`config.mk`:
```
export PLATFORM = sky130hd
export DESIGN_NAME = alternating_bit_sender
export DESIGN_NICKNAME = d
export VERILOG_FILES = /design/src/rtl/core/abs_pkg.sv /design/src/rtl/core/abs_cfg.sv /design/src/rtl/core/abs_engine.sv /design/src/rtl/core/abs_out_reg.sv /design/src/rtl/core/alternating_bit_sender.sv
export SDC_FILE = /design/constraint.sdc
export NUM_CORES = 1
export LEC_CHECK = 0
export ABC_AREA = 0
export CORE_ASPECT_RATIO = 0.75
export CORE_MARGIN = 1.5
export CORE_UTILIZATION = 57
export CTS_CLUSTER_SIZE = 20
export DETAILED_ROUTE_END_ITERATION = 7
export DONT_BUFFER_PORTS = 1
export GPL_ROUTABILITY_DRIVEN = 0
export PLACE_DENSITY = 0.75
export SLEW_MARGIN = 20
export SYNTH_ARGS = -nofsm -noshare
export SYNTH_HDL_FRONTEND = slang
export SYNTH_SLANG_ARGS = --single-unit
export TNS_END_PERCENT = 20
```
`constraint.sdc`:
```
create_clock -name clk -period 2.7 [get_ports clk]
set_input_delay 0 -clock clk [delete_from_list [all_inputs] [get_ports clk]]
set_output_delay 0 -clock clk [all_outputs]
set_load 0.005 [all_outputs]
```
`src/rtl/core/abs_pkg.sv`:
```
// abs_pkg: shared types and constants for the alternating-bit sender
// no dependencies
`timescale 1ns / 1ps

package abs_pkg;

  localparam int VALUE_W       = 16;
  localparam int CFG_W         = 16;
  localparam int DATA_WORD_W   = 19;
  localparam int SENT_ID_W     = 15;
  localparam int CFG_INDEX_W   = 1;

  localparam int TIMER_BITS_DEF   = 16;
  localparam int FILE_ID_BITS_DEF = 15;

  localparam logic [CFG_W-1:0] PREP_RESET    = 16'd10;
  localparam logic [CFG_W-1:0] TIMEOUT_RESET = 16'd20;

  localparam logic [CFG_INDEX_W-1:0] REG_PREP_TICKS    = 1'b0;
  localparam logic [CFG_INDEX_W-1:0] REG_TIMEOUT_TICKS = 1'b1;

  typedef enum logic [1:0] {
    OP_TICK    = 2'd0,
    OP_DATA    = 2'd1,
    OP_ACK     = 2'd2,
    OP_REQUEST = 2'd3
  } opcode_t;

  typedef struct packed {
    logic                   data_valid;
    logic [DATA_WORD_W-1:0] data_word;
    logic [SENT_ID_W-1:0]   sent_file_id;
    logic                   ack_notice;
    logic                   request_more;
  } result_t;

endpackage

```
`src/rtl/core/abs_cfg.sv`:
```
// abs_cfg: delay registers, stored already clamped to the timer range
// depends on abs_pkg
`timescale 1ns / 1ps

module abs_cfg
  import abs_pkg::*;
#(
  parameter int TIMER_BITS = TIMER_BITS_DEF
) (
  input  logic                   clk,
  input  logic                   rst,
  input  logic                   cfg_write,
  input  logic [CFG_INDEX_W-1:0] cfg_index,
  input  logic [CFG_W-1:0]       cfg_data,
  output logic [TIMER_BITS-1:0]  prep_hold,
  output logic [TIMER_BITS-1:0]  timeout_hold
);

  localparam int CMP_W = (TIMER_BITS > CFG_W) ? TIMER_BITS : CFG_W;

  // zero becomes one, too large saturates
  function automatic logic [TIMER_BITS-1:0] clamp_delay(input logic [CFG_W-1:0] d);
    logic [CMP_W-1:0] ext;
    logic [CMP_W-1:0] lim;
    ext = CMP_W'(d);
    lim = CMP_W'({TIMER_BITS{1'b1}});
    if (ext == '0) begin
      ext = CMP_W'(1);
    end
    if (ext > lim) begin
      ext = lim;
    end
    return TIMER_BITS'(ext);
  endfunction

  always_ff @(posedge clk) begin
    if (rst) begin
      prep_hold    <= clamp_delay(PREP_RESET);
      timeout_hold <= clamp_delay(TIMEOUT_RESET);
    end else if (cfg_write) begin
      case (cfg_index)
        REG_PREP_TICKS:    prep_hold    <= clamp_delay(cfg_data);
        REG_TIMEOUT_TICKS: timeout_hold <= clamp_delay(cfg_data);
        default: ;
      endcase
    end
  end

endmodule

```
`src/rtl/core/abs_engine.sv`:
```
// abs_engine: sender flags, alternating bit, current file and retransmit timer
// depends on abs_pkg
`timescale 1ns / 1ps

module abs_engine
  import abs_pkg::*;
#(
  parameter int TIMER_BITS   = TIMER_BITS_DEF,
  parameter int FILE_ID_BITS = FILE_ID_BITS_DEF
) (
  input  logic                      clk,
  input  logic                      rst,
  input  logic                      step,
  input  opcode_t                   op,
  input  logic signed [VALUE_W-1:0] value,
  input  logic [TIMER_BITS-1:0]     prep_hold,
  input  logic [TIMER_BITS-1:0]     timeout_hold,
  output result_t                   res,
  output logic                      has_res
);

  logic [TIMER_BITS-1:0]   countdown, countdown_next;
  logic                    running, running_next;
  logic                    alt_bit, alt_bit_next;
  logic [FILE_ID_BITS-1:0] current_file, current_file_next;
  logic                    ack_pending, ack_pending_next;
  logic                    sending_flag, sending_flag_next;
  logic                    request_flag, request_flag_next;
  logic                    done_flag, done_flag_next;

  logic                    do_fire;
  logic [FILE_ID_BITS-1:0] file_in;
  logic [DATA_WORD_W-1:0]  file19;
  logic [DATA_WORD_W-1:0]  framed;

  assign file_in = FILE_ID_BITS'(value[VALUE_W-2:0]);
  assign file19  = DATA_WORD_W'(current_file);
  // file * 10 + bit, kept to the word width
  assign framed  = (file19 << 3) + (file19 << 1) + DATA_WORD_W'(alt_bit);

  always_comb begin
    countdown_next    = countdown;
    running_next      = running;
    alt_bit_next      = alt_bit;
    current_file_next = current_file;
    ack_pending_next  = ack_pending;
    sending_flag_next = sending_flag;
    request_flag_next = request_flag;
    done_flag_next    = done_flag;
    do_fire           = 1'b0;
    res               = '0;
    has_res           = 1'b0;

    case (op)
      OP_TICK: begin
        if (running) begin
          if (countdown > TIMER_BITS'(1)) begin
            countdown_next = countdown - TIMER_BITS'(1);
          end else begin
            countdown_next = '0;
            do_fire        = 1'b1;
          end
        end
      end
      OP_DATA: begin
        if (!value[VALUE_W-1] && (value != '0)) begin
          current_file_next = file_in;
          ack_pending_next  = 1'b0;
          sending_flag_next = 1'b1;
          request_flag_next = 1'b0;
          alt_bit_next      = ~alt_bit;
          countdown_next    = prep_hold;
          running_next      = 1'b1;
        end else if (value == '0) begin
          request_flag_next = 1'b1;
          do_fire           = 1'b1;
        end else begin
          request_flag_next = 1'b0;
          sending_flag_next = 1'b0;
          ack_pending_next  = 1'b0;
          done_flag_next    = 1'b1;
          do_fire           = 1'b1;
        end
      end
      OP_ACK: begin
        if (running && (value == VALUE_W'(alt_bit))) begin
          ack_pending_next  = 1'b1;
          sending_flag_next = 1'b0;
          do_fire           = 1'b1;
        end
      end
      OP_REQUEST: begin
        if (done_flag && !running) begin
          request_flag_next = 1'b1;
          done_flag_next    = 1'b0;
          do_fire           = 1'b1;
        end
      end
      default: ;
    endcase

    if (do_fire) begin
      // report from the flags, then take the next phase
      if (sending_flag_next) begin
        res.data_valid   = 1'b1;
        res.data_word    = framed;
        res.sent_file_id = SENT_ID_W'(current_file);
        has_res          = 1'b1;
      end else begin
        res.ack_notice   = ack_pending_next;
        res.request_more = request_flag_next;
        has_res          = ack_pending_next | request_flag_next;
      end

      if (done_flag_next) begin
        running_next   = 1'b0;
        countdown_next = '0;
      end else if (ack_pending_next) begin
        ack_pending_next = 1'b0;
        running_next     = 1'b0;
        countdown_next   = '0;
      end else if (sending_flag_next) begin
        sending_flag_next = 1'b0;
        running_next      = 1'b1;
        countdown_next    = timeout_hold;
      end else if (request_flag_next) begin
        running_next   = 1'b1;
        countdown_next = timeout_hold;
      end else begin
        sending_flag_next = 1'b1;
        running_next      = 1'b1;
        countdown_next    = prep_hold;
      end
    end
  end

  always_ff @(posedge clk) begin
    if (rst) begin
      countdown    <= '0;
      running      <= 1'b0;
      alt_bit      <= 1'b0;
      current_file <= '0;
      ack_pending  <= 1'b0;
      sending_flag <= 1'b0;
      request_flag <= 1'b0;
      done_flag    <= 1'b1;
    end else if (step) begin
      countdown    <= countdown_next;
      running      <= running_next;
      alt_bit      <= alt_bit_next;
      current_file <= current_file_next;
      ack_pending  <= ack_pending_next;
      sending_flag <= sending_flag_next;
      request_flag <= request_flag_next;
      done_flag    <= done_flag_next;
    end
  end

endmodule

```
`src/rtl/core/abs_out_reg.sv`:
```
// abs_out_reg: result register on the output channel
// depends on abs_pkg
`timescale 1ns / 1ps

module abs_out_reg
  import abs_pkg::*;
(
  input  logic                   clk,
  input  logic                   rst,
  input  logic                   load,
  input  result_t                res,
  output logic                   free,
  output logic                   out_valid,
  input  logic                   out_ready,
  output logic                   data_valid,
  output logic [DATA_WORD_W-1:0] data_word,
  output logic [SENT_ID_W-1:0]   sent_file_id,
  output logic                   ack_notice,
  output logic                   request_more
);

  result_t held;

  assign free = !out_valid || out_ready;

  always_ff @(posedge clk) begin
    if (rst) begin
      out_valid <= 1'b0;
    end else if (load) begin
      out_valid <= 1'b1;
    end else if (out_ready) begin
      out_valid <= 1'b0;
    end
  end

  always_ff @(posedge clk) begin
    if (load) begin
      held <= res;
    end
  end

  assign data_valid   = held.data_valid;
  assign data_word    = held.data_word;
  assign sent_file_id = held.sent_file_id;
  assign ack_notice   = held.ack_notice;
  assign request_more = held.request_more;

endmodule

```
`src/rtl/core/alternating_bit_sender.sv`:
```
// alternating_bit_sender: top level, input register, engine and result register
// depends on abs_pkg, abs_cfg, abs_engine, abs_out_reg
`timescale 1ns / 1ps
//
//  channel   handshake              payload
//  input     in_valid / in_ready    opcode, value
//  output    out_valid / out_ready  data_valid, data_word, sent_file_id,
//                                   ack_notice, request_more
//  config    cfg_write              cfg_index, cfg_data
//
//  one request per cycle unless stalled; the request is registered, then its result, if any
//  the engine state updates in the cycle the registered request leaves the input stage
//  a held result stalls the input stage only while out_ready is low
//  synchronous reset clears timer, valids and flags but sets done; delays return to 10 and 20 ticks

module alternating_bit_sender
  import abs_pkg::*;
#(
  parameter int TIMER_BITS   = TIMER_BITS_DEF,
  parameter int FILE_ID_BITS = FILE_ID_BITS_DEF
) (
  input  logic                      clk,
  input  logic                      rst,
  input  logic                      in_valid,
  output logic                      in_ready,
  input  logic [1:0]                opcode,
  input  logic signed [VALUE_W-1:0] value,
  output logic                      out_valid,
  input  logic                      out_ready,
  output logic                      data_valid,
  output logic [DATA_WORD_W-1:0]    data_word,
  output logic [SENT_ID_W-1:0]      sent_file_id,
  output logic                      ack_notice,
  output logic                      request_more,
  input  logic                      cfg_write,
  input  logic [CFG_INDEX_W-1:0]    cfg_index,
  input  logic [CFG_W-1:0]          cfg_data
);

  logic                      s1_valid;
  opcode_t                   s1_op;
  logic signed [VALUE_W-1:0] s1_value;
  logic                      advance;
  logic                      out_free;
  logic [TIMER_BITS-1:0]     prep_hold;
  logic [TIMER_BITS-1:0]     timeout_hold;
  result_t                   res;
  logic                      has_res;

  assign advance  = s1_valid && out_free;
  assign in_ready = !s1_valid || advance;

  always_ff @(posedge clk) begin
    if (rst) begin
      s1_valid <= 1'b0;
    end else if (in_ready) begin
      s1_valid <= in_valid;
    end
  end

  always_ff @(posedge clk) begin
    if (in_ready && in_valid) begin
      s1_op    <= opcode_t'(opcode);
      s1_value <= value;
    end
  end

  abs_cfg #(
    .TIMER_BITS(TIMER_BITS)
  ) u_cfg (
    .clk          (clk),
    .rst          (rst),
    .cfg_write    (cfg_write),
    .cfg_index    (cfg_index),
    .cfg_data     (cfg_data),
    .prep_hold    (prep_hold),
    .timeout_hold (timeout_hold)
  );

  abs_engine #(
    .TIMER_BITS   (TIMER_BITS),
    .FILE_ID_BITS (FILE_ID_BITS)
  ) u_engine (
    .clk          (clk),
    .rst          (rst),
    .step         (advance),
    .op           (s1_op),
    .value        (s1_value),
    .prep_hold    (prep_hold),
    .timeout_hold (timeout_hold),
    .res          (res),
    .has_res      (has_res)
  );

  abs_out_reg u_out (
    .clk          (clk),
    .rst          (rst),
    .load         (advance && has_res),
    .res          (res),
    .free         (out_free),
    .out_valid    (out_valid),
    .out_ready    (out_ready),
    .data_valid   (data_valid),
    .data_word    (data_word),
    .sent_file_id (sent_file_id),
    .ack_notice   (ack_notice),
    .request_more (request_more)
  );

endmodule

```
; Yosys cells after proc, flatten, opt, wreduce, memory -nomap -nowiden
; Index checks and enable logic that the tools add are counted.
[totals]
register_bits = 126
inputBits = 40
out_inout_bits = 39
wordCells = 119
[op_classes]
n_addsub = 3
n_lt_le_gt_ge = 3
n_eq_ne = 6
mux = 57
n_bitwise = 4
reduce_logical = 27
[ops]
columns = operator, count
row1 = $mux W16, 17
row2 = $mux W35, 1
row3 = $mux W1, 33
row4 = $gt A16 B16 Y1 const B, 2
row5 = $logic_not A16 Y1, 2
row6 = $pmux W16 S2, 1
row7 = $add A18 B16 Y19, 1
row8 = $add A19 B1 Y19, 1
row9 = $eq A16 B1 Y1, 1
row10 = $gt A16 B1 Y1 const B, 1
row11 = $reduce_bool A16 Y1, 1
row12 = $sub A16 B1 Y16 const B, 1
row13 = $pmux W1 S2, 4
row14 = $logic_and A1 B1 Y1, 6
row15 = $ne A3 B1 Y1 const B, 2
row16 = $reduce_and A2 Y1, 3
row17 = $reduce_and A3 Y1, 2
row18 = $reduce_bool A2 Y1, 3
row19 = $eq A2 B2 Y1 const B, 2
row20 = $logic_not A1 Y1, 4
row21 = $pmux W1 S4, 1
row22 = $reduce_and A4 Y1, 1
row23 = $not A1 Y1, 3
row24 = $reduce_bool A3 Y1, 1
row25 = other kinds (5), 6

; Longest topological paths before layout
[depth]
depth_word = 9
ltp_mapped = 12
mapped_depth_nobuf = 10

; Cells and area by module
; Synthesis repeated with hierarchy kept, for this count alone.
[hier_totals]
cells_unflattened = 687
area_unflattened_um2 = 6493.7
[modules_own_cells]
columns = module, instances, cells_per_inst, area_each_um2, seq_area_each_um2
row1 = abs_engine, 1, 477, 3548.4, 740.7
row2 = abs_cfg, 1, 144, 1177.4, 640.6
row3 = abs_out_reg, 1, 41, 1157.4, 1131.1
row4 = alternating_bit_sender, 1, 25, 610.6, 560.5

; Least setup slack after synthesis
; Ideal clock, no wire load.
[synth_timing]
kind = reg-to-reg
from = register s1_op[1]
to = register u_out.held (netlist bit u_out.ack_notice) (enable)
setup_ns = 0.390
arrival_ns = 2.561
required_time_ns = 2.310
slack_ns = -0.250
stages_incl_launch_ff = 11
n_path_buf = 2
synth_period_minus_slack_ns = 2.950
cell_sequence = edfxtp_1 -> inv_1 -> ha_1 -> buf_6 -> inv_1 -> a211oi_1 -> nand2_1 -> nor3b_1 -> buf_2 -> a211o_1 -> inv_1
[synth_via]
elab_chain_len = 6
word_cells_on_any_way = 12
cone_classes = eq/ne: 3 / mux: 6 / bitwise: 1 / reduce/logical: 2
[synth_lines]
columns = item, line
row1 = from (decl), alternating_bit_sender.sv:41  ; opcode_t s1_op;
row2 = from (signal assigned), alternating_bit_sender.sv:63  ; s1_op <= opcode_t'(opcode);
row3 = $eq A2 B2 Y1 or $eq A2 B1 Y1 (tied branches), abs_engine.sv:54  ; case (op)
row4 = $pmux W1 S2, abs_engine.sv:54
row5 = $or A1 B1 Y1, abs_engine.sv:112  ; has_res = ack_pending_next | request_flag_next;
row6 = $mux W1, abs_engine.sv:104  ; if (sending_flag_next) begin
row7 = $mux W1 *, abs_engine.sv:102  ; if (do_fire) begin
row8 = $logic_and A1 B1 Y1 *, alternating_bit_sender.sv:98  ; .load (advance && has_res),
row9 = via u_out.load, abs_out_reg.sv:10  ; input logic load,
row10 = to (signal assigned), abs_out_reg.sv:38  ; held <= res;
row11 = to (decl), abs_out_reg.sv:22  ; result_t held;
; Mark *: on every way through the listed nets, which the timed path passes. The rest lies on a longest branch.
; A chain may end at the register's enable or synchronous reset.

; Final worst setup path
[layout_timing]
from = register s1_value[11]
to = register u_engine.countdown[6]
[layout_via]
elab_chain_len = 9
word_cells_on_any_way = 31
cone_classes = eq/ne: 3 / mux: 22 / reduce/logical: 6
[layout_lines]
columns = item, line
row1 = from (decl), alternating_bit_sender.sv:42  ; logic signed [VALUE_W-1:0] s1_value;
row2 = from (signal assigned), alternating_bit_sender.sv:64  ; s1_value <= value;
row3 = $logic_not A16 Y1 or $reduce_bool A16 Y1 (tied branches), "abs_engine.sv:74, abs_engine.sv:66"
row4 = $mux W1 or $logic_and A1 B1 Y1 (tied branches), "abs_engine.sv:74, abs_engine.sv:66"
row5 = $mux W1, abs_engine.sv:66  ; if (!value[VALUE_W-1] && (value != '0)) begin
row6 = $pmux W1 S2, abs_engine.sv:54
row7 = $mux W16, abs_engine.sv:126  ; end else if (request_flag_next) begin
row8 = $mux W16, abs_engine.sv:122  ; end else if (sending_flag_next) begin
row9 = $mux W16, abs_engine.sv:118  ; end else if (ack_pending_next) begin
row10 = $mux W16, abs_engine.sv:115  ; if (done_flag_next) begin
row11 = $mux W16, abs_engine.sv:102
row12 = to (signal assigned), abs_engine.sv:148  ; countdown <= countdown_next;
row13 = to (decl), abs_engine.sv:22  ; logic [TIMER_BITS-1:0] countdown, countdown_next;
; Parallel ways exist; a longest one is shown, timed or not.

==> flow_metrics.tcl <==
set metrics [dict create \
    cp-start-kind "flip-flop" \
    layout_commonest_cell "nand2_1" \
    yosys-top-cells-area "edfxtp_1 26%, dfxtp_1 24%, nand2_1 5.7%" \
    slew_headroom_pct 44.8 \
    viasPerCell 6.16 \
    ioPinCount 79 \
    cp_cell_sequence "nor4_2 -> nand3_1 -> o21ai_0 -> a21oi_1 -> nor3b_4 -> mux2_2 -> a221o_2" \
    crit_type "flip-flop to flip-flop" \
    synthXorXnorAreaFrac_pct 2.76 \
    n_antenna_cell 0 \
    dr.first_iter.drc_count 499 \
    fmax_ghz 0.384 \
    met2_usage_pct 41.5 \
    seqCellArea_um2 3010 \
    row_count 32 \
    cpMaxStageDelayCell "edfxtp_1" \
    hold_start "cfg_write" \
    ys.flop_type "dfxtp_1" \
    fillers 697 \
    path_depth 7 \
    synthCells 603 \
    instances_no_fill 795 \
    synth_top_cell_by_area "edfxtp_1" \
    fin_nets 706 \
    ff2ff_path_depth 7 \
    ys_ff_latch 124 \
    hold_viol 0 \
    start_util_pct 58.5 \
    synth_top_family_by_area "simple AND/OR/NAND/NOR gates" \
    clock_latency_ns 0.42 \
    syn2layout_area_growth_pct 20.0 \
    cts_buffers 17 \
    grt_use_met3_pct 7.15 \
    p_sw_share_pct 22.5 \
    cts_buffer_depth 2 \
    synth_compound_area_share_pct 14.6 \
    worstPathMaxFanout 6 \
    synthesis.nets 663 \
    syn-cell-area_um2 6020 \
    crit_path_end_kind "flip-flop" \
    die_x_um 122 \
    grt_pass1_wl_um 23100 \
    reg2reg_from "s1_value[11]$_DFFE_PP_" \
    core_area_um2 10300 \
    grt_max_degree 57 \
    slowest_delay_ns 0.42 \
    vias 4901 \
    htreeDepth 4 \
    dp_cells 722 \
    cts.sink_count 124 \
    multi_input_area_um2 2870 \
    tightest_slew_ns 0.828 \
    crit_start "s1_value[11]$_DFFE_PP_" \
    wirelength_um 14700 \
    cap_violations 0 \
    async_reset_ff_share_pct 0 \
    final_cell_mix "90 x nand2_1, 71 x dfxtp_1, 53 x edfxtp_1" \
    cts_root_buf "clkbuf_16" \
    path_buf_inv 0 \
    postRouteAntennaNets 0 \
    p_leak_nw 2.80 \
    fin_worst_skew_ns 0.00954 \
    synthAdderAreaFrac_pct 4.28 \
    post-route-util_pct 70.2 \
    cts_tree "built" \
    layout_min_cycle_time_ns 2.60 \
    synth_seq_area_share_pct 50.0 \
    synth.top_cell.area_share_pct 26.4 \
    maxSlewViolCount 0 \
    crit_family "simple AND/OR/NAND/NOR gates" \
    p_clk_share_pct 47.6 \
    route.detailed.drc 0 \
    crit_arrival_ns 2.91 \
    antenna_found_initial 0 \
    first_global_vias 4611 \
    top_usage_layer "met2" \
    holdPathStages 3 \
    hpwl_um 9510 \
    setup_violations 0 \
    clk_pin_slew_ns 0.05 \
    dr.pass1.iters 5 \
    yosysWarnings 0 \
    comb_power_share_pct 8.2 \
    syn_area_per_cell_um2 9.99 \
    p_per_area_nw_per_um2 645 \
    die_h_um 92.0 \
    synthSimpleGateAreaFrac_pct 19.2 \
    drive_gt1_share_pct 12.9 \
    fin_crit_sh_pct 96.5 \
    io_buffer_count 0 \
    synthMuxAreaShare_pct 5.53 \
    wl_per_cell_um 18.5 \
    cp.required_ns 3.00 \
    seqPwrFrac_pct 44.2 \
    p_sw_w 0.00105 \
    die-area_um2 11200 \
    hold_path_class "input port to flip-flop" \
    grt.total_usage_pct 26.9 \
    met1_usage_pct 37.0 \
    status "completed" \
    yosys.cell_types.count 62 \
    synth_edf_count 53 \
    grt-ovfl-total 0 \
    power.internal_w 0.00361 \
    ir_worst_vdd_uv 436 \
]
-- logic make-up (layout without fill, tap and decap cells) --
kind of cell	count (synthesis)	count (layout)
AOI/OAI and AO/OA	123	123
xor gates and xnor gates	19	19
adders and majority gates	20	20
buffers and inverters	48	104
DFF	124	124
muxes	33	33
and+or+nand+nor	236	236
-- layout make-up --
class,instances,share of cell area (%)
Tap cell,136,2.35
Timing Repair Buffer,56,7.52
Clock inverter,10,1.71
Clock buffer,22,6.15
Multi-Input combinational cell,431,39.7
Inverter,16,0.883
Sequential cell,124,41.7
-- worst register-to-register path, delay by kind of cell, from the launching register on --
kind / cells / cell delay (ns)
AO/OA/AOI/OAI: 3 / 0.79
flip-flops: 1 / 0.42
multiplexers: 1 / 0.40
AND/OR/NAND/NOR: 3 / 0.90
-- metal layers --
layer,wire length (um),up-vias,part of all wire (%)
li1,-,2265,-
met5,0,-,0
met2,6760,247,46
met3,1160,41,7.9
met1,6450,2348,44
met4,295,0,2.0
-- flip-flops by register name (all words and copies together) (netlist names), 2 cells and up --
name	cells
u_out.data_word	17
s1_value	16
u_cfg.prep_hold	16
u_cfg.timeout_hold	16
u_engine.countdown	16
u_engine.current_file	15
u_out.sent_file_id	15
s1_op	2
-- per-stage QoR --
| step | setup TNS, ns | cell area, um2 | setup WS, ns | hold WS, ns | power (W) |
|---|---|---|---|---|---|
| finish | 0 | 7230 | 0.0952 | 0.0329 | 0.00466 |
| global route | -0.583 | 7230 | -0.0407 | 0.0564 | 0.00479 |
| CTS | 0 | 7140 | 0.0319 | 0.0386 | 0.00465 |
| detailed placement | 0 | 6170 | 0.0552 | 0.0746 | 0.00239 |
| global placement | 0 | 6170 | 0.163 | 0.0733 | 0.00238 |
| floorplan | 0 | 6030 | 0.0489 | 0.0989 | 0.00233 |
-- cells in the mapped netlist (11+ instances only) --
master and instances:
o21ai_0 11, nand2_1 91, a22oi_1 11, mux2i_1 31, nor3_1 17, nor2_1 51, ha_1 19, inv_1 16
dfxtp_1 71, and2_1 18, clkbuf_1 23, a21oi_1 47, edfxtp_1 53, xor2_1 12
-- power groups by stage --
stage	combinational (W)	sequential, W	clock, W
after floorplan	0.000247	0.00208	0
after global routing	0.000417	0.00207	0.00231
after global placement	0.000286	0.00209	0
after CTS	0.000364	0.00206	0.00223
after detailed placement	0.000295	0.00209	0
final	0.000382	0.00206	0.00222
-- final timing paths --
check,endpoint,slack (ns)
setup / recovery,u_engine.countdown[6]$_SDFFE_PP0P_,0.1
hold / removal,u_cfg.prep_hold[7]$_SDFFE_PP0P_,0.03
setup reg to reg,u_engine.countdown[6]$_SDFFE_PP0P_,0.1
hold reg to reg,u_cfg.timeout_hold[15]$_SDFFE_PP0P_,0.46
-- repair_timing --
item	4_1_cts	5_1_grt
hold buffers	39	1
endpoints found under the hold margin	73	16
endpoints found under the setup margin	0	53
buffers inserted	0	1
gates resized for setup	0	11
Power figures use the tool's default switching activity.
